--- config.mk ---
export PLATFORM = sky130hd
export DESIGN_NAME = bmpd_in_stage_flat
export DESIGN_NICKNAME = d
export VERILOG_FILES = /design/src/rtl/bmpd_pkg.sv /design/src/rtl/bmpd_if.sv /design/src/rtl/bmpd_in_stage.sv /design/src/flat_wrapper.sv
export SDC_FILE = /design/constraint.sdc
export NUM_CORES = 1
export LEC_CHECK = 0
export ABC_AREA = 1
export BUFFER_PORTS_ARGS = -buffer_cell sky130_fd_sc_hd__clkbuf_2
export CORE_AREA = 10 10 47 49
export DETAILED_ROUTE_END_ITERATION = 8
export DIE_AREA = 0 0 57 59
export GPL_ROUTABILITY_DRIVEN = 0
export SLEW_MARGIN = 20
export SYNTH_ARGS = -nofsm -noshare
export SYNTH_HDL_FRONTEND = slang
export SYNTH_SLANG_ARGS = --single-unit
--- constraint.sdc ---
create_clock -name clk -period 3.1 [get_ports clk]
set_input_delay 0.155 -clock clk [delete_from_list [all_inputs] [get_ports clk]]
set_output_delay 0.155 -clock clk [all_outputs]
set_load 0.005 [all_outputs]
--- src/rtl/bmpd_pkg.sv ---
// Package for the 24-bit BMP stream decoder: parse phases, result codes,
// header constants and the item and result types.
// Depends on nothing; every other file imports it.
`timescale 1ns / 1ps
`default_nettype none
package bmpd_pkg;

  localparam int unsigned DEF_MAX_WIDTH  = 4096;
  localparam int unsigned DEF_MAX_HEIGHT = 4096;

  localparam int unsigned COORD_W = 12;
  localparam int unsigned CMP_W   = 13;
  localparam int unsigned POS_W   = 32;

  localparam logic [7:0] SIG_B = 8'h42;
  localparam logic [7:0] SIG_M = 8'h4D;

  localparam logic [31:0] HDR_INFO   = 32'd40;
  localparam logic [31:0] HDR_CORE   = 32'd12;
  localparam logic [31:0] HDR_V2     = 32'd64;
  localparam logic [31:0] HDR_V4     = 32'd108;
  localparam logic [31:0] HDR_V5     = 32'd124;
  localparam logic [15:0] BPP_24     = 16'd24;
  localparam logic [15:0] COMP_NONE  = 16'd0;

  localparam logic [31:0] POS_OFFSET_END = 32'd13;
  localparam logic [31:0] POS_HSIZE_END  = 32'd17;
  localparam logic [31:0] POS_INFO_W_END = 32'd21;
  localparam logic [31:0] POS_INFO_H_END = 32'd25;
  localparam logic [31:0] POS_INFO_BPP   = 32'd29;
  localparam logic [31:0] POS_INFO_COMP  = 32'd31;
  localparam logic [31:0] POS_INFO_DATA  = 32'd32;
  localparam logic [31:0] POS_CORE_W_END = 32'd19;
  localparam logic [31:0] POS_CORE_H_END = 32'd21;
  localparam logic [31:0] POS_CORE_BPP   = 32'd25;
  localparam logic [31:0] POS_CORE_DATA  = 32'd26;

  typedef enum logic [2:0] {
    PH_SIG  = 3'd0,
    PH_HDR  = 3'd1,
    PH_SKIP = 3'd2,
    PH_PIX  = 3'd3,
    PH_DONE = 3'd4
  } phase_t;

  typedef enum logic [2:0] {
    ST_PIXEL       = 3'd0,
    ST_BAD_SIG     = 3'd1,
    ST_HDR_VERSION = 3'd2,
    ST_HDR_UNKNOWN = 3'd3,
    ST_NOT_24BPP   = 3'd4,
    ST_COMPRESSED  = 3'd5,
    ST_BAD_SIZE    = 3'd6
  } status_t;

  typedef enum logic [1:0] {
    CH_BLUE  = 2'd0,
    CH_GREEN = 2'd1,
    CH_RED   = 2'd2
  } chan_t;

  typedef struct packed {
    logic [7:0] data_byte;
    logic       first_byte;
  } item_t;

  typedef struct packed {
    logic [7:0]         red;
    logic [7:0]         green;
    logic [7:0]         blue;
    logic [COORD_W-1:0] column;
    logic [COORD_W-1:0] row;
    logic               last_pixel;
    status_t            status;
  } result_t;

endpackage
`default_nettype wire

--- src/rtl/bmpd_if.sv ---
// Valid/ready channel interfaces for the BMP decoder byte input and
// pixel/status output. Depends on bmpd_pkg for field widths.
`timescale 1ns / 1ps
`default_nettype none
interface bmpd_in_if;
  logic       valid;
  logic       ready;
  logic [7:0] data_byte;
  logic       first_byte;

  modport source (output valid, output data_byte, output first_byte, input ready);
  modport sink (input valid, input data_byte, input first_byte, output ready);
endinterface

`default_nettype wire

--- src/rtl/bmpd_in_stage.sv ---
// Input register of the BMP decoder: captures one byte transaction and holds
// it until the parser advances. Depends on bmpd_pkg and bmpd_in_if.
`timescale 1ns / 1ps
`default_nettype none
module bmpd_in_stage
  import bmpd_pkg::*;
(
  input  wire logic  clk,
  input  wire logic  rst_n,
  bmpd_in_if.sink    in_bus,
  input  wire logic  adv,
  output logic       item_valid,
  output item_t      item
);

  logic  valid_r;
  logic  valid_nxt;
  item_t item_r;
  logic  take;

  assign in_bus.ready = !valid_r || adv;
  assign take         = in_bus.valid && in_bus.ready;

  always_comb begin
    valid_nxt = valid_r;
    if (take) begin
      valid_nxt = 1'b1;
    end else if (adv) begin
      valid_nxt = 1'b0;
    end
  end

  always_ff @(posedge clk) begin
    if (!rst_n) begin
      valid_r <= 1'b0;
    end else begin
      valid_r <= valid_nxt;
    end
  end

  always_ff @(posedge clk) begin
    if (take) begin
      item_r <= '{data_byte: in_bus.data_byte, first_byte: in_bus.first_byte};
    end
  end

  assign item_valid = valid_r;
  assign item       = item_r;

endmodule
`default_nettype wire

--- src/flat_wrapper.sv ---
// flat-port wrapper written by rule: the top's interface ports become plain ports
module bmpd_in_stage_flat import bmpd_pkg::*;
  (clk, rst_n, adv, item_valid, item, in_bus_valid, in_bus_data_byte, in_bus_first_byte, in_bus_ready);
  bmpd_in_if in_bus_i ();
  input  wire logic clk;
  input  wire logic rst_n;
  input  wire logic adv;
  output logic item_valid;
  output item_t item;
  input wire logic [$bits(in_bus_i.valid)-1:0] in_bus_valid;
  input wire logic [$bits(in_bus_i.data_byte)-1:0] in_bus_data_byte;
  input wire logic [$bits(in_bus_i.first_byte)-1:0] in_bus_first_byte;
  output wire logic [$bits(in_bus_i.ready)-1:0] in_bus_ready;
  assign in_bus_i.valid = in_bus_valid;
  assign in_bus_i.data_byte = in_bus_data_byte;
  assign in_bus_i.first_byte = in_bus_first_byte;
  assign in_bus_ready = in_bus_i.ready;
  bmpd_in_stage u_core (.clk(clk), .rst_n(rst_n), .in_bus(in_bus_i), .adv(adv), .item_valid(item_valid), .item(item));
endmodule
; Word-level counts from Yosys, hierarchy flattened
; Index checks and enable logic that the tools add are counted.
[totals]
regBits = 10
input_bits = 13
wordCells = 9
[op_classes]
muxes = 2
reduce_logical = 4
[op_table]
columns = cell, n
row1 = $mux W1, 2
row2 = $reduce_bool A2 Y1, 1
row3 = $logic_and A1 B1 Y1, 1
row4 = $logic_not A1 Y1, 1
row5 = $logic_or A1 B1 Y1, 1

; Depth between registers and ports, before layout
[depth]
word_depth = 4
ltp_mapped = 3

; Least setup slack after synthesis
; No wires, ideal clock.
[synth_timing]
path_kind = reg-to-reg
from = register u_core.valid_r (netlist: u_core.item_valid)
to = register u_core.item_r, in the netlist u_core.item[0], enable pin
setup_time_ps = 378
arrival_ps = 845
t_required_ps = 2722
path_slack_ps = 1877
stages_incl_launch_ff = 2
synth_period_minus_slack_ps = 1223
cell_sequence = dfxtp_1 a21oi_1
[synth_via]
elab_chain_len = 3
[synth_rtl]
columns = item, line_no
row1 = "start, declared", bmpd_in_stage.sv:16  ; logic valid_r;
row2 = "start signal, assigned", bmpd_in_stage.sv:37  ; valid_r <= valid_nxt;
row3 = $logic_not A1 Y1, bmpd_in_stage.sv:21  ; assign in_bus.ready = !valid_r || adv;
row4 = $logic_or A1 B1 Y1, bmpd_in_stage.sv:21
row5 = $logic_and A1 B1 Y1, bmpd_in_stage.sv:22  ; assign take = in_bus.valid && in_bus.ready;
row6 = named net u_core.take, bmpd_in_stage.sv:19  ; logic take;
row7 = "end signal, assigned", bmpd_in_stage.sv:43  ; item_r <= '{data_byte: in_bus.data_byte, first_byte: in_bus.first_byte};
row8 = "end, declared", bmpd_in_stage.sv:18  ; item_t item_r;
; The timed path passes the listed nets, and every way through them passes these cells.
; A chain may end at the register's enable or synchronous reset.

; Worst setup path after layout
[layout_timing]
from = register u_core.valid_r (netlist: u_core.item_valid)
to = register u_core.item_r, in the netlist u_core.item[7], enable pin
; The elaborated chain is that of the path after synthesis.

==> flow_summary_export.csv <==
group,metric,value,unit
worst_setup_path,critical_path_cell_count,1,
power_and_ir_drop,power_switching_share,0.195,
sta,hold_viol,0,
final_layout,antennaDiodeCount,0,
synth,netlist_instances,16,
worst_setup_path,cp_max_fo,9,
worst_setup_path,critPathTopFamily,"compound AO/OA/AOI/OAI gates",
worst_setup_path,criticalPathCategory,"reg2reg",
die,die_x,57,microns
flow_run,drv_cap,0,
routing,routed_via_density,3.71,
grt,grt_pass1_vias,280,
clock_network,cts_hold_buf,0,
die,core,0.00140,sq mm
clock_network,cts_sinks,10,
sta,fin_crit,1.38,ns
clock_network,cts-resized-gates,0,
die,num_rows,14,
min_path,hold_depth,1,
sta,fmax,723,MHz
worst_setup_path,path_cells,"a21oi_1",
place,hpwl,647,microns
clock_network,root_buffer,"clkbuf_4",
power_and_ir_drop,pwr-share-comb,0.082,
worst_setup_path,path_buf_inv,0,
worst_setup_path,slowest_delay,0.68,ns
worst_setup_path,start_kind,"flop",
clock_network,post_cts_buffers,0,
routing,wirelength,737,microns
sta,setup-violations-final,0,
synth,synth_cell_types,7,
sta,worst_pin_slew,0.837,ns
sta,finalClockSkew,0.000424,ns
synth,yosysSeqAreaShare,0.903,
power_and_ir_drop,pwr_density_cell,559,mW/mm^2
die,fp.dieH,59,microns
die,num_io_pins,24,
routing,drt-wirelength-per-cell,12.5,microns
grt,grt_max_degree,10,
die,start_util,0.229,
worst_setup_path,r2r_cells,1,
power_and_ir_drop,intPower,0.217,mW
worst_setup_path,worst_path_max_delay_cell,"a21oi_1",
grt,grtUsageTotal,0.0467,
place,placed_cells,55,
clock_network,clk_path_buf_depth,2,
die,dieArea,0.00336,sq mm
synth,synth_area_leader_cell,"edfxtp_1",
power_and_ir_drop,clkPwrFrac,0.331,
synth,synth_area_leaders,"edfxtp_1 84%, dfxtp_1 6.2%, a21oi_2 2.7%",
sta,timing.final.crit_share,0.446,
synth,synth_top_cell_area_share,0.840,
worst_setup_path,cp-end-kind,"flop",
grt,grt.overflow.total,0,
min_path,hp-class,"in2reg",
clock_network,htreeDepth,1,
routing,drtIter0Drc,3,
sta,worst_slack,1.72,ns
grt,antenna_found_initial,0,
final_layout,final_common_cell,"clkbuf_2",
final_layout,stdcell_count,59,
routing,antenna_left,0,
power_and_ir_drop,p_seq_frac,0.587,
place,portBuffers,23,
power_and_ir_drop,p_switching,0.0526,mW
routing,vias,219,
sta,slew_viol_final,0,
final_layout,nNetsFinal,57,
worst_setup_path,arrival,1.27,ns
synth,ys_ff_latch,10,
power_and_ir_drop,max-vdd-ir-drop,0.000202,V
sta,max-slew-margin-rel,0.442,
clock_network,cts_made_buffers,3,
clock_network,cts.clk_slew.worst_paths,0.06,ns
synth,yosysWarnings,0,
final_layout,final_cell_mix,"23 x clkbuf_2, 9 x edfxtp_1, 3 x clkbuf_4",
final_layout,syn2layout_area_growth,50.2,%
place,pre_cts_ws,1.70,ns
synth,syn_area,322,sq um
final_layout,nFillCells,159,
routing,route.detailed.drc,0,
sta,rsz0062_at_grt,"false",
routing,dr.pass1.iters,2,
grt,grt_first_pass_wirelength,1.19,mm
clock_network,worst_skew_pair.late_latency,0.25,ns
clock_network,cts_tree,"built",
status,outcome,"finished, final reports clean",
synth,synth_nets,29,
final_layout,final_core_util,0.345,
final_layout,drive_gt1_frac,0.674,
power_and_ir_drop,leakage,0.226,nW
sta,fin_tns_setup,0,ns
worst_setup_path,critical_path_required,2.98,ns
synth,avgSynthCellArea,20.1,sq um
==> Yosys cell counts, drive strengths merged <==
| library cell | instances |
|---|---|
| a21oi | 2 |
| edfxtp | 9 |
| inv | 3 |
| nand2 | 1 |
| dfxtp | 1 |
==> layout make-up <==
cell class | count | area (sq um) | area share
repair buffers | 23 | 115 | 0.238
well taps | 16 | 20.0 | 0.0415
inverters | 3 | 11.3 | 0.0233
flip-flops and latches | 10 | 290 | 0.601
clock buffers | 4 | 26.3 | 0.0544
multi-input cells | 3 | 20.0 | 0.0415
==> path summary, 6_finish.rpt <==
path / startpoint / end / slack [ns]
max reg2reg: u_core.item_valid / u_core.item[7] / 1.72
max: u_core.item_valid / u_core.item[7] / 1.72
min reg2reg: u_core.item_valid / u_core.item_valid / 0.50
min: in_bus_data_byte[7] / u_core.item[8] / 0.07
==> state kept, by name (all words and copies together) (netlist names) <==
name / flops
u_core.item: 9
u_core.item_valid: 1
==> power groups by stage <==
| stage | combinational (mW) | sequential, mW | clock (mW) |
|---|---|---|---|
| floorplan | 0.00501 | 0.163 | 0 |
| global placement | 0.0226 | 0.161 | 0 |
| detailed placement | 0.0230 | 0.162 | 0 |
| CTS | 0.0230 | 0.159 | 0.0941 |
| global route | 0.0248 | 0.160 | 0.101 |
| finish | 0.0221 | 0.159 | 0.0892 |
==> through the flow <==
step | hold WS (ns) | area, sq um | power (mW)
2_1_floorplan | 0.254 | 322 | 0.168
4_1_cts | 0.0648 | 483 | 0.276
5_1_grt | 0.0620 | 483 | 0.285
3_3_place_gp | 0.334 | 457 | 0.184
3_5_place_dp | 0.334 | 457 | 0.185
6_report | 0.0740 | 483 | 0.270
==> cells by family after synthesis <==
family / share of synthesized area
AO/OA/AOI/OAI: 0.0428
buffers and inverters: 0.0350
flip-flops: 0.903
AND/OR/NAND/NOR: 0.0195
==> routing by layer <==
layer  routed length, microns  up-vias  global-route usage
met5                        0        -                   0
met4                        0        0              0.0403
met3                      111        0              0.0365
met2                      320       16              0.0651
met1                      306       92              0.0441
li1                         -      111                   -
(Power assumes the default switching activity.)
