--- src/rtl/bmpd_pkg.sv ---
// Package for the 24-bit BMP stream decoder: parse phases, result codes,
// header constants and the item and result types.
// Depends on nothing; every other file imports it.
`timescale 1ns / 1ps
`default_nettype none
package bmpd_pkg;

  localparam int unsigned DEF_MAX_WIDTH  = 4096;
  localparam int unsigned DEF_MAX_HEIGHT = 4096;

  localparam int unsigned COORD_W = 12;
  localparam int unsigned CMP_W   = 13;
  localparam int unsigned POS_W   = 32;

  localparam logic [7:0] SIG_B = 8'h42;
  localparam logic [7:0] SIG_M = 8'h4D;

  localparam logic [31:0] HDR_INFO   = 32'd40;
  localparam logic [31:0] HDR_CORE   = 32'd12;
  localparam logic [31:0] HDR_V2     = 32'd64;
  localparam logic [31:0] HDR_V4     = 32'd108;
  localparam logic [31:0] HDR_V5     = 32'd124;
  localparam logic [15:0] BPP_24     = 16'd24;
  localparam logic [15:0] COMP_NONE  = 16'd0;

  localparam logic [31:0] POS_OFFSET_END = 32'd13;
  localparam logic [31:0] POS_HSIZE_END  = 32'd17;
  localparam logic [31:0] POS_INFO_W_END = 32'd21;
  localparam logic [31:0] POS_INFO_H_END = 32'd25;
  localparam logic [31:0] POS_INFO_BPP   = 32'd29;
  localparam logic [31:0] POS_INFO_COMP  = 32'd31;
  localparam logic [31:0] POS_INFO_DATA  = 32'd32;
  localparam logic [31:0] POS_CORE_W_END = 32'd19;
  localparam logic [31:0] POS_CORE_H_END = 32'd21;
  localparam logic [31:0] POS_CORE_BPP   = 32'd25;
  localparam logic [31:0] POS_CORE_DATA  = 32'd26;

  typedef enum logic [2:0] {
    PH_SIG  = 3'd0,
    PH_HDR  = 3'd1,
    PH_SKIP = 3'd2,
    PH_PIX  = 3'd3,
    PH_DONE = 3'd4
  } phase_t;

  typedef enum logic [2:0] {
    ST_PIXEL       = 3'd0,
    ST_BAD_SIG     = 3'd1,
    ST_HDR_VERSION = 3'd2,
    ST_HDR_UNKNOWN = 3'd3,
    ST_NOT_24BPP   = 3'd4,
    ST_COMPRESSED  = 3'd5,
    ST_BAD_SIZE    = 3'd6
  } status_t;

  typedef enum logic [1:0] {
    CH_BLUE  = 2'd0,
    CH_GREEN = 2'd1,
    CH_RED   = 2'd2
  } chan_t;

  typedef struct packed {
    logic [7:0] data_byte;
    logic       first_byte;
  } item_t;

  typedef struct packed {
    logic [7:0]         red;
    logic [7:0]         green;
    logic [7:0]         blue;
    logic [COORD_W-1:0] column;
    logic [COORD_W-1:0] row;
    logic               last_pixel;
    status_t            status;
  } result_t;

endpackage
`default_nettype wire

--- src/rtl/bmpd_parser.sv ---
// Header parser and pixel walker of the BMP decoder. Holds all parse state
// and turns one byte into at most one result. Depends on bmpd_pkg.
`timescale 1ns / 1ps
`default_nettype none
module bmpd_parser
  import bmpd_pkg::*;
#(
  parameter int unsigned MAX_WIDTH  = DEF_MAX_WIDTH,
  parameter int unsigned MAX_HEIGHT = DEF_MAX_HEIGHT
) (
  input  wire logic  clk,
  input  wire logic  rst_n,
  input  wire logic  adv,
  input  item_t      item,
  output logic       res_valid,
  output result_t    res
);

  localparam int unsigned WW = $clog2(MAX_WIDTH + 1);
  localparam int unsigned HW = $clog2(MAX_HEIGHT + 1);
  localparam int unsigned BW = $clog2(3 * MAX_WIDTH + 4);

  phase_t             phase_r,  phase_nxt;
  logic [POS_W-1:0]   pos_r,    pos_nxt;
  logic [31:0]        acc_r,    acc_nxt;
  logic [31:0]        off_r,    off_nxt;
  logic [31:0]        hlen_r,   hlen_nxt;
  logic [WW-1:0]      width_r,  width_nxt;
  logic [HW-1:0]      height_r, height_nxt;
  logic [COORD_W-1:0] col_r,    col_nxt;
  logic [COORD_W-1:0] row_r,    row_nxt;
  logic [BW-1:0]      bir_r,    bir_nxt;
  chan_t              chan_r,   chan_nxt;
  logic [7:0]         blue_r,   blue_nxt;
  logic [7:0]         green_r,  green_nxt;

  phase_t             ph;
  logic [POS_W-1:0]   p;
  logic [7:0]         b;
  logic [31:0]        acc_sh;
  logic [15:0]        half;
  logic               fin_req;
  logic [31:0]        fin_pos;
  logic [BW-1:0]      w3;
  logic [BW-1:0]      w3p;
  logic [BW-1:0]      row_bytes;
  logic [BW-1:0]      bir_inc;
  logic [WW-1:0]      wm1;
  logic [HW-1:0]      hm1;
  logic               last;
  logic               in_pix;
  logic               stop;

  assign b         = item.data_byte;
  assign w3        = BW'({width_r, 1'b0}) + BW'(width_r);
  assign w3p       = w3 + BW'(3);
  assign row_bytes = {w3p[BW-1:2], 2'b00};
  assign wm1       = width_r - WW'(1);
  assign hm1       = height_r - HW'(1);
  assign last      = (CMP_W'(col_r) == CMP_W'(wm1)) && (CMP_W'(row_r) == CMP_W'(hm1));

  always_comb begin
    ph         = item.first_byte ? PH_SIG : phase_r;
    p          = item.first_byte ? '0 : pos_r;
    acc_nxt    = item.first_byte ? '0 : acc_r;
    acc_sh     = {b, acc_nxt[31:8]};
    half       = acc_sh[31:16];
    pos_nxt    = p + POS_W'(1);
    phase_nxt  = ph;
    off_nxt    = off_r;
    hlen_nxt   = hlen_r;
    width_nxt  = width_r;
    height_nxt = height_r;
    col_nxt    = col_r;
    row_nxt    = row_r;
    bir_nxt    = bir_r;
    chan_nxt   = chan_r;
    blue_nxt   = blue_r;
    green_nxt  = green_r;
    fin_req    = 1'b0;
    fin_pos    = POS_INFO_DATA;
    in_pix     = 1'b0;
    stop       = 1'b0;
    bir_inc    = bir_r + BW'(1);
    res_valid  = 1'b0;
    res        = '0;

    case (ph)
      PH_SIG: begin
        if ((p == '0 && b != SIG_B) || (p != '0 && b != SIG_M)) begin
          res_valid  = 1'b1;
          res.status = ST_BAD_SIG;
          phase_nxt  = PH_DONE;
        end else if (p != '0) begin
          phase_nxt = PH_HDR;
        end
      end
      PH_HDR: begin
        acc_nxt = acc_sh;
        if (p == POS_OFFSET_END) begin
          off_nxt = acc_sh;
        end else if (p == POS_HSIZE_END) begin
          hlen_nxt = acc_sh;
          if (acc_sh == HDR_V2 || acc_sh == HDR_V4 || acc_sh == HDR_V5) begin
            res_valid  = 1'b1;
            res.status = ST_HDR_VERSION;
            phase_nxt  = PH_DONE;
          end else if (acc_sh != HDR_INFO && acc_sh != HDR_CORE) begin
            res_valid  = 1'b1;
            res.status = ST_HDR_UNKNOWN;
            phase_nxt  = PH_DONE;
          end
        end else if (hlen_r == HDR_INFO) begin
          if (p == POS_INFO_W_END) begin
            width_nxt = (!acc_sh[31] && acc_sh != '0 && acc_sh <= 32'(MAX_WIDTH)) ?
                        WW'(acc_sh) : '0;
          end else if (p == POS_INFO_H_END) begin
            height_nxt = (!acc_sh[31] && acc_sh != '0 && acc_sh <= 32'(MAX_HEIGHT)) ?
                         HW'(acc_sh) : '0;
          end else if (p == POS_INFO_BPP && half != BPP_24) begin
            res_valid  = 1'b1;
            res.status = ST_NOT_24BPP;
            phase_nxt  = PH_DONE;
          end else if (p == POS_INFO_COMP) begin
            if (half != COMP_NONE) begin
              res_valid  = 1'b1;
              res.status = ST_COMPRESSED;
              phase_nxt  = PH_DONE;
            end else begin
              fin_req = 1'b1;
              fin_pos = POS_INFO_DATA;
            end
          end
        end else begin
          if (p == POS_CORE_W_END) begin
            width_nxt = (!half[15] && half != '0 && 32'(half) <= 32'(MAX_WIDTH)) ?
                        WW'(half) : '0;
          end else if (p == POS_CORE_H_END) begin
            height_nxt = (!half[15] && half != '0 && 32'(half) <= 32'(MAX_HEIGHT)) ?
                         HW'(half) : '0;
          end else if (p == POS_CORE_BPP) begin
            if (half != BPP_24) begin
              res_valid  = 1'b1;
              res.status = ST_NOT_24BPP;
              phase_nxt  = PH_DONE;
            end else begin
              fin_req = 1'b1;
              fin_pos = POS_CORE_DATA;
            end
          end
        end
      end
      PH_SKIP: begin
        if (p >= off_r) begin
          phase_nxt = PH_PIX;
          in_pix    = 1'b1;
        end
      end
      PH_PIX: begin
        in_pix = 1'b1;
      end
      default: begin
      end
    endcase

    if (fin_req) begin
      if (width_r == '0 || height_r == '0 || off_r < fin_pos) begin
        res_valid  = 1'b1;
        res.status = ST_BAD_SIZE;
        phase_nxt  = PH_DONE;
      end else begin
        col_nxt   = '0;
        row_nxt   = '0;
        bir_nxt   = '0;
        chan_nxt  = CH_BLUE;
        phase_nxt = (off_r == fin_pos) ? PH_PIX : PH_SKIP;
      end
    end

    if (in_pix) begin
      if (bir_r < w3) begin
        case (chan_r)
          CH_BLUE: begin
            blue_nxt = b;
            chan_nxt = CH_GREEN;
          end
          CH_GREEN: begin
            green_nxt = b;
            chan_nxt  = CH_RED;
          end
          default: begin
            res_valid      = 1'b1;
            res.red        = b;
            res.green      = green_r;
            res.blue       = blue_r;
            res.column     = col_r;
            res.row        = row_r;
            res.last_pixel = last;
            res.status     = ST_PIXEL;
            col_nxt        = col_r + COORD_W'(1);
            chan_nxt       = CH_BLUE;
            if (last) begin
              phase_nxt = PH_DONE;
              stop      = 1'b1;
            end
          end
        endcase
      end
      if (!stop) begin
        if (bir_inc >= row_bytes) begin
          bir_nxt  = '0;
          chan_nxt = CH_BLUE;
          col_nxt  = '0;
          row_nxt  = row_r + COORD_W'(1);
        end else begin
          bir_nxt = bir_inc;
        end
      end
    end
  end

  always_ff @(posedge clk) begin
    if (!rst_n) begin
      phase_r  <= PH_SIG;
      pos_r    <= '0;
      acc_r    <= '0;
      off_r    <= '0;
      hlen_r   <= '0;
      width_r  <= '0;
      height_r <= '0;
      col_r    <= '0;
      row_r    <= '0;
      bir_r    <= '0;
      chan_r   <= CH_BLUE;
      blue_r   <= '0;
      green_r  <= '0;
    end else if (adv) begin
      phase_r  <= phase_nxt;
      pos_r    <= pos_nxt;
      acc_r    <= acc_nxt;
      off_r    <= off_nxt;
      hlen_r   <= hlen_nxt;
      width_r  <= width_nxt;
      height_r <= height_nxt;
      col_r    <= col_nxt;
      row_r    <= row_nxt;
      bir_r    <= bir_nxt;
      chan_r   <= chan_nxt;
      blue_r   <= blue_nxt;
      green_r  <= green_nxt;
    end
  end

endmodule
`default_nettype wire

--- config.mk ---
export PLATFORM = sky130hd
export DESIGN_NAME = bmpd_parser
export DESIGN_NICKNAME = d
export VERILOG_FILES = /design/src/rtl/bmpd_pkg.sv /design/src/rtl/bmpd_parser.sv
export SDC_FILE = /design/constraint.sdc
export NUM_CORES = 1
export LEC_CHECK = 0
export BUFFER_PORTS_ARGS = -buffer_cell sky130_fd_sc_hd__buf_2
export CORE_MARGIN = 4
export CORE_UTILIZATION = 37
export CTS_BUF_LIST = sky130_fd_sc_hd__clkbuf_4 sky130_fd_sc_hd__clkbuf_8 sky130_fd_sc_hd__clkbuf_16
export CTS_CLUSTER_SIZE = 28
export DETAILED_ROUTE_END_ITERATION = 12
export HOLD_SLACK_MARGIN = 0.06
export PLACE_DENSITY_LB_ADDON = 0.25
export SYNTH_ARGS = -nofsm -noshare
export SYNTH_HDL_FRONTEND = slang
export SYNTH_SLANG_ARGS = --single-unit
--- constraint.sdc ---
create_clock -name clk -period 8.9 [get_ports clk]
set_clock_uncertainty 0.15 [all_clocks]
set_input_delay 1.78 -clock clk [delete_from_list [all_inputs] [get_ports clk]]
set_output_delay 1.78 -clock clk [all_outputs]
set_load 0.03 [all_outputs]
Word-level counts from Yosys, hierarchy flattened
Index checks and enable logic that the tools add are counted.
{"block": "totals", "regBits": 205, "inputBits": 12, "output_inout_bits": 53, "elab_cells": 220}
{"block": "classes", "n_addsub": 8, "order_cmp": 6, "n_eq_ne": 27, "n_mux": 132, "bitwise_logic": 2, "n_reduce_logical": 32}
{"cell": "$eq A32 B5 Y1 const B", "n": 6}
{"cell": "$mux W52", "n": 3}
{"cell": "$mux W12", "n": 12}
{"cell": "$mux W13", "n": 10}
{"cell": "$mux W3", "n": 38}
{"cell": "$eq A32 B7 Y1 const B", "n": 3}
{"cell": "$mux W32", "n": 3}
{"cell": "$mux W14", "n": 5}
{"cell": "$reduce_bool A32 Y1", "n": 2}
{"cell": "$mux W6", "n": 8}
{"cell": "$mux W1", "n": 40}
{"cell": "$add A32 B1 Y32 const B", "n": 1}
{"cell": "$eq A32 B32 Y1", "n": 1}
{"cell": "$eq A32 B4 Y1 const B", "n": 1}
{"cell": "$eq A32 B6 Y1 const B", "n": 1}
{"cell": "$ge A32 B32 Y1", "n": 1}
{"cell": "$le A32 B13 Y1 const B", "n": 1}
{"cell": "$logic_not A32 Y1", "n": 1}
{"cell": "$lt A32 B32 Y1", "n": 1}
{"cell": "$ne A32 B4 Y1 const B", "n": 1}
{"cell": "$ne A32 B6 Y1 const B", "n": 1}
{"cell": "$eq A12 B13 Y1", "n": 2}
{"cell": "$logic_not A13 Y1", "n": 2}
{"cell": "$sub A13 B1 Y13 const B", "n": 2}
{"cell": "32 further kinds", "n": 61}

Depth between registers and ports, before layout
{"block": "depth", "word_depth": 19, "mapped_depth": 21, "mapped_depth_nobuf": 21}

Worst setup path after synthesis
Ideal clock, no wire load.
{"block": "synth_timing", "path_kind": "input -> output", "from": "in item[0] in the netlist's numbering", "to": "out res_valid", "arrival_time_ns": 5.937, "t_required_ns": 6.970, "setup_slack_ns": 1.033, "stages": 17, "n_path_buf": 4, "cell_sequence": "buf_2 buf_1 clkbuf_1 buf_1 nor2b_1 ha_1 nor2b_1 and4_1 nand4b_1 ha_1 a21o_1 a21o_1 a2111oi_0 a311o_1 nand2_1 o21ai_0 or4_1"}
{"block": "synth_between", "elab_chain_cells": 17, "word_cells_on_any_way": 77, "classes_between": "order compare (2); eq/ne (16); mux (47); reduce/logical (12)"}
{"item": "from (decl)", "line": "bmpd_parser.sv:14", "text": "input item_t item,"}
{"item": "$mux W32", "line": "bmpd_parser.sv:65", "text": "acc_nxt = item.first_byte ? '0 : acc_r;"}
{"item": "$ne A16 B5 Y1", "line": "bmpd_parser.sv:120, bmpd_parser.sv:142"}
{"item": "$mux W6", "line": "bmpd_parser.sv:142", "text": "if (half != BPP_24) begin"}
{"item": "$mux W6", "line": "bmpd_parser.sv:141", "text": "end else if (p == POS_CORE_BPP) begin"}
{"item": "$mux W6", "line": "bmpd_parser.sv:138", "text": "end else if (p == POS_CORE_H_END) begin"}
{"item": "$mux W6", "line": "bmpd_parser.sv:135", "text": "if (p == POS_CORE_W_END) begin"}
{"item": "$mux W6", "line": "bmpd_parser.sv:113", "text": "end else if (hlen_r == HDR_INFO) begin"}
{"item": "$mux W6", "line": "bmpd_parser.sv:102", "text": "end else if (p == POS_HSIZE_END) begin"}
{"item": "$mux W6", "line": "bmpd_parser.sv:100", "text": "if (p == POS_OFFSET_END) begin"}
{"item": "$mux W6", "line": "bmpd_parser.sv:88", "text": "case (ph)"}
{"item": "$lt A32 B32 Y1", "line": "bmpd_parser.sv:167", "text": "if (width_r == '0 || height_r == '0 || off_r < fin_pos) begin"}
{"item": "$logic_or A1 B1 Y1", "line": "bmpd_parser.sv:167"}
{"item": "$mux W1", "line": "bmpd_parser.sv:167"}
{"item": "$mux W1", "line": "bmpd_parser.sv:166", "text": "if (fin_req) begin"}
{"item": "$mux W1", "line": "bmpd_parser.sv:182", "text": "case (chan_r)"}
{"item": "$mux W1", "line": "bmpd_parser.sv:181", "text": "if (bir_r < w3) begin"}
{"item": "$mux W1 (*)", "line": "bmpd_parser.sv:180", "text": "if (in_pix) begin"}
{"item": "to (decl)", "line": "bmpd_parser.sv:15", "text": "output logic res_valid,"}
Every way passes the cells marked *; elsewhere a longest branch is shown, timed or not. The select of a mux whose other input is x is not followed.

==> run summary <==
Fin. Hold Viols - 0
CTS Sinks - 205
worst rel slew slack - 24.4%
CTS Buffer Depth - 3
WS Path Type - flip-flop to primary output
Power Density - 138 nW/um2
clock edge transition at the registers on the reported setup and hold paths - 0.06 ns
syn nets - 1815
Synth Area in Adders - 9.14%
synth cell count leaders - 229 x nand2_1, 205 x dfxtp_1, 153 x nor2_1
Critical Path Slowest Stage Cell - a21oi_4
Worst Path Max Fanout - 24
Sequential Power Share - 45.1%
Initial Utilization - 37.5%
P_int - 1560 uW
Placed Cells - 2152
final worst-path cycle share - 93.3%
Power Total - 2040 uW
GR Overflow Total - 0
total net switching power - 477 uW
Hold Path Class - flip-flop to flip-flop
area grow syn2layout - 11.0%
Mapped Cells - 1707
mux cell area share after synthesis - 2.38%
cell with the most instances after synthesis - nand2_1
vias - 12300
combinational share of power - 3.1%
final max-slew violation count - 0
CP required - 6.97 ns
Hold Path Stages - 2
hold_sp - hlen_r[14]
Yosys reg bits - 205
XOR/XNOR Fraction of Synth Area - 5.85%
EDFF count, synth - 0
Synth cell types - 88
post-layout min period - 8.30 ns
die width - 198 um
reg-to-reg slack, setup - 2.76 ns
switching part of the total - 23.4%
Peak Freq - 120 MHz
RSZ-0062 raised after global routing - no
cell area after synthesis - 13300 um2
Yosys top cell area share - 30.8%
port bufs - 64
R2R Path End - col_r[11]
Final #Nets - 1827
dpl hpwl - 29.3 mm
Crit path arrival time - 6.37 ns
largest family of logic cells by synthesized area - simple AND/OR/NAND/NOR gates
layout cells sized above 1 - 9.78%
DRT iter0 DRCs - 1026
n_diodes - 0
initial antenna violation count - 0
CTS tree - yes
worst-margin pin slew - 1.13 ns
Worst Path Buf+Inv - 2
Syn Area/Cell - 7.81 um2
die area - 39100 um2
crit-path cells - ha_1 -> fa_1 -> a21o_1 -> a21oi_1 -> o21ai_0 -> o41ai_1 -> o21ai_0 -> nor2_1 -> xor2_1 -> ha_1 -> a21o_1 -> a211oi_1 -> o22ai_1 -> a21oi_1 -> nand2_1 -> a21oi_4 -> buf_4 -> and2_1 -> buf_2
drt first pass iters - 6
Chip Height - 198 um
gr usage total - 19.9%
Via density - 5.58
LEAKAGE - 0.00579 uW
global placement routability congestion - 0.936
Startpoint Class - flip-flop
Hold Path End - hlen_r[14]
Clk pwr share - 51.8%
reg2reg path depth - 20
total of max-cap violations - 0
final setup TNS - 0 ns
delay-heaviest family, CP - compound AO/OA/AOI/OAI gates
instance count on the critical path - 19
Yosys top cell by area - dfxtp_1
ys async rst share - 0%
post-synthesis simple-gate area fraction - 29.7%
DR WL/cell - 18.3 um
CORE AREA - 35600 um2
Site Rows - 69
dominant cells by area after synthesis - dfxtp_1 31%, ha_1 8.9%, nand2_1 6.4%, a21oi_1 4.7%, nor2_1 4.3%
Syn. warnings - 0
top_reg_cell synth - dfxtp_1
final wirelength - 40.3 mm
clk_lat worst skew - 0.55 ns
status - finished clean
RR Startpoint - width_r[0]
first-pass GRT wire length - 63.5 mm
sequential-to-total area share from yosys stat - 30.8%
Crit. Startpoint - width_r[0]
Root Driver - clkbuf_16
number of global-route vias before repair - 11700
Critical Path Max Stage Delay - 0.64 ns
Peak VDD IR - 133 uV
CTS H-tree lvls - 1
Top-Level Pins - 65
number of routed nets with antenna violations - 0
post-synthesis compound-gate area fraction - 16.8%
Num CTS Buffers - 25
Worst Setup End Kind - primary output
Non-Filler Instances - 2199
Residual DRC - 0
pin count of the biggest net entering global routing - 88
Final setup viols - 0
how the worst max path moves through the flow:
stage | slack (ns) | endpoint
after detailed placement | 1.03 | res_valid
after global routing | 0.13 | res[47]
after global placement | 1.26 | res_valid
after CTS | 0.48 | res[50]
final | 0.60 | res[50]
after floorplan | 1.03 | res_valid
cells by family (layout without fill, tap and decap cells):
logic type / count (synthesis) / after routing
xor gates and xnor gates: 89 / 89
adders and majority gates: 97 / 97
buffers and inverters: 174 / 204
DFF: 205 / 205
and+or+nand+nor: 780 / 780
AOI/OAI and AO/OA: 331 / 332
muxes: 31 / 31
worst register-to-register path, delay by kind of cell, from the launching register on:
kind | cells | cell delay [ns]
flops | 1 | 0.40
buf+inv | 1 | 0.33
xor+xnor | 1 | 0.33
fa+ha+maj | 3 | 0.96
simple gates | 3 | 0.92
compound gates | 12 | 3.00
layer usage:
metal	GRT usage (%)	wire length (um)	up-vias
li1	-	-	6006
met3	3.74	2660	81
met2	31.8	18000	389
met5	0	0	-
met1	27.2	18400	5793
met4	6.43	1310	0
power groups by stage:
stage / Clock, uW / Combinational (uW) / Sequential (uW)
2_1_floorplan: 0 / 42.2 / 940
3_3_place_gp: 0 / 62.1 / 940
3_5_place_dp: 0 / 62.3 / 940
4_1_cts: 1090 / 62.5 / 920
5_1_grt: 1120 / 67.7 / 920
6_report: 1060 / 64.0 / 920
layout by cell type, fill, tap and decap left out, types with 48 or more instances in the layout:
cell type	instances
nand2_1	229
dfxtp_1	205
nor2_1	152
a21oi_1	125
ha_1	95
inv_1	80
buf_2	64
nor3_1	62
nor2b_1	59
and2_1	48
through the flow:
step | worst slack (ns) | instance area, um2 | hold slack, ns | util, %
2_1_floorplan | 1.03 | 13300 | 0.282 | -
3_3_place_gp | 1.26 | 13900 | 0.292 | 39.2
3_5_place_dp | 1.03 | 13900 | 0.297 | 39.2
4_1_cts | 0.483 | 14800 | 0.306 | 41.6
5_1_grt | 0.125 | 14800 | 0.327 | 41.6
6_report | 0.597 | 14800 | 0.305 | 41.6
registers in the layout, summed over array words and instances, names as in the netlist, 3 cells and up:
| signal | count |
|---|---|
| off_r | 32 |
| row_r | 12 |
| phase_r | 3 |
| green_r | 8 |
| height_r | 13 |
| acc_r | 24 |
| col_r | 12 |
| bir_r | 14 |
| pos_r | 32 |
| width_r | 13 |
| hlen_r | 32 |
| blue_r | 8 |
area by class of cell:
cell class | instances | area [um2]
repair buffers | 76 | 410
fillers | 3656 | 20800
multi-input cells | 1329 | 8540
flip-flops and latches | 205 | 4100
inverters | 82 | 310
well taps | 461 | 577
clock inverters | 10 | 123
clock buffers | 36 | 733
repair_timing:
action	4_1_cts	5_1_grt
resized for setup	0	0
endpoints found under the setup margin	0	10
setup buffers	0	0
hold buffers	0	0
Power figures use the tool's default switching activity.
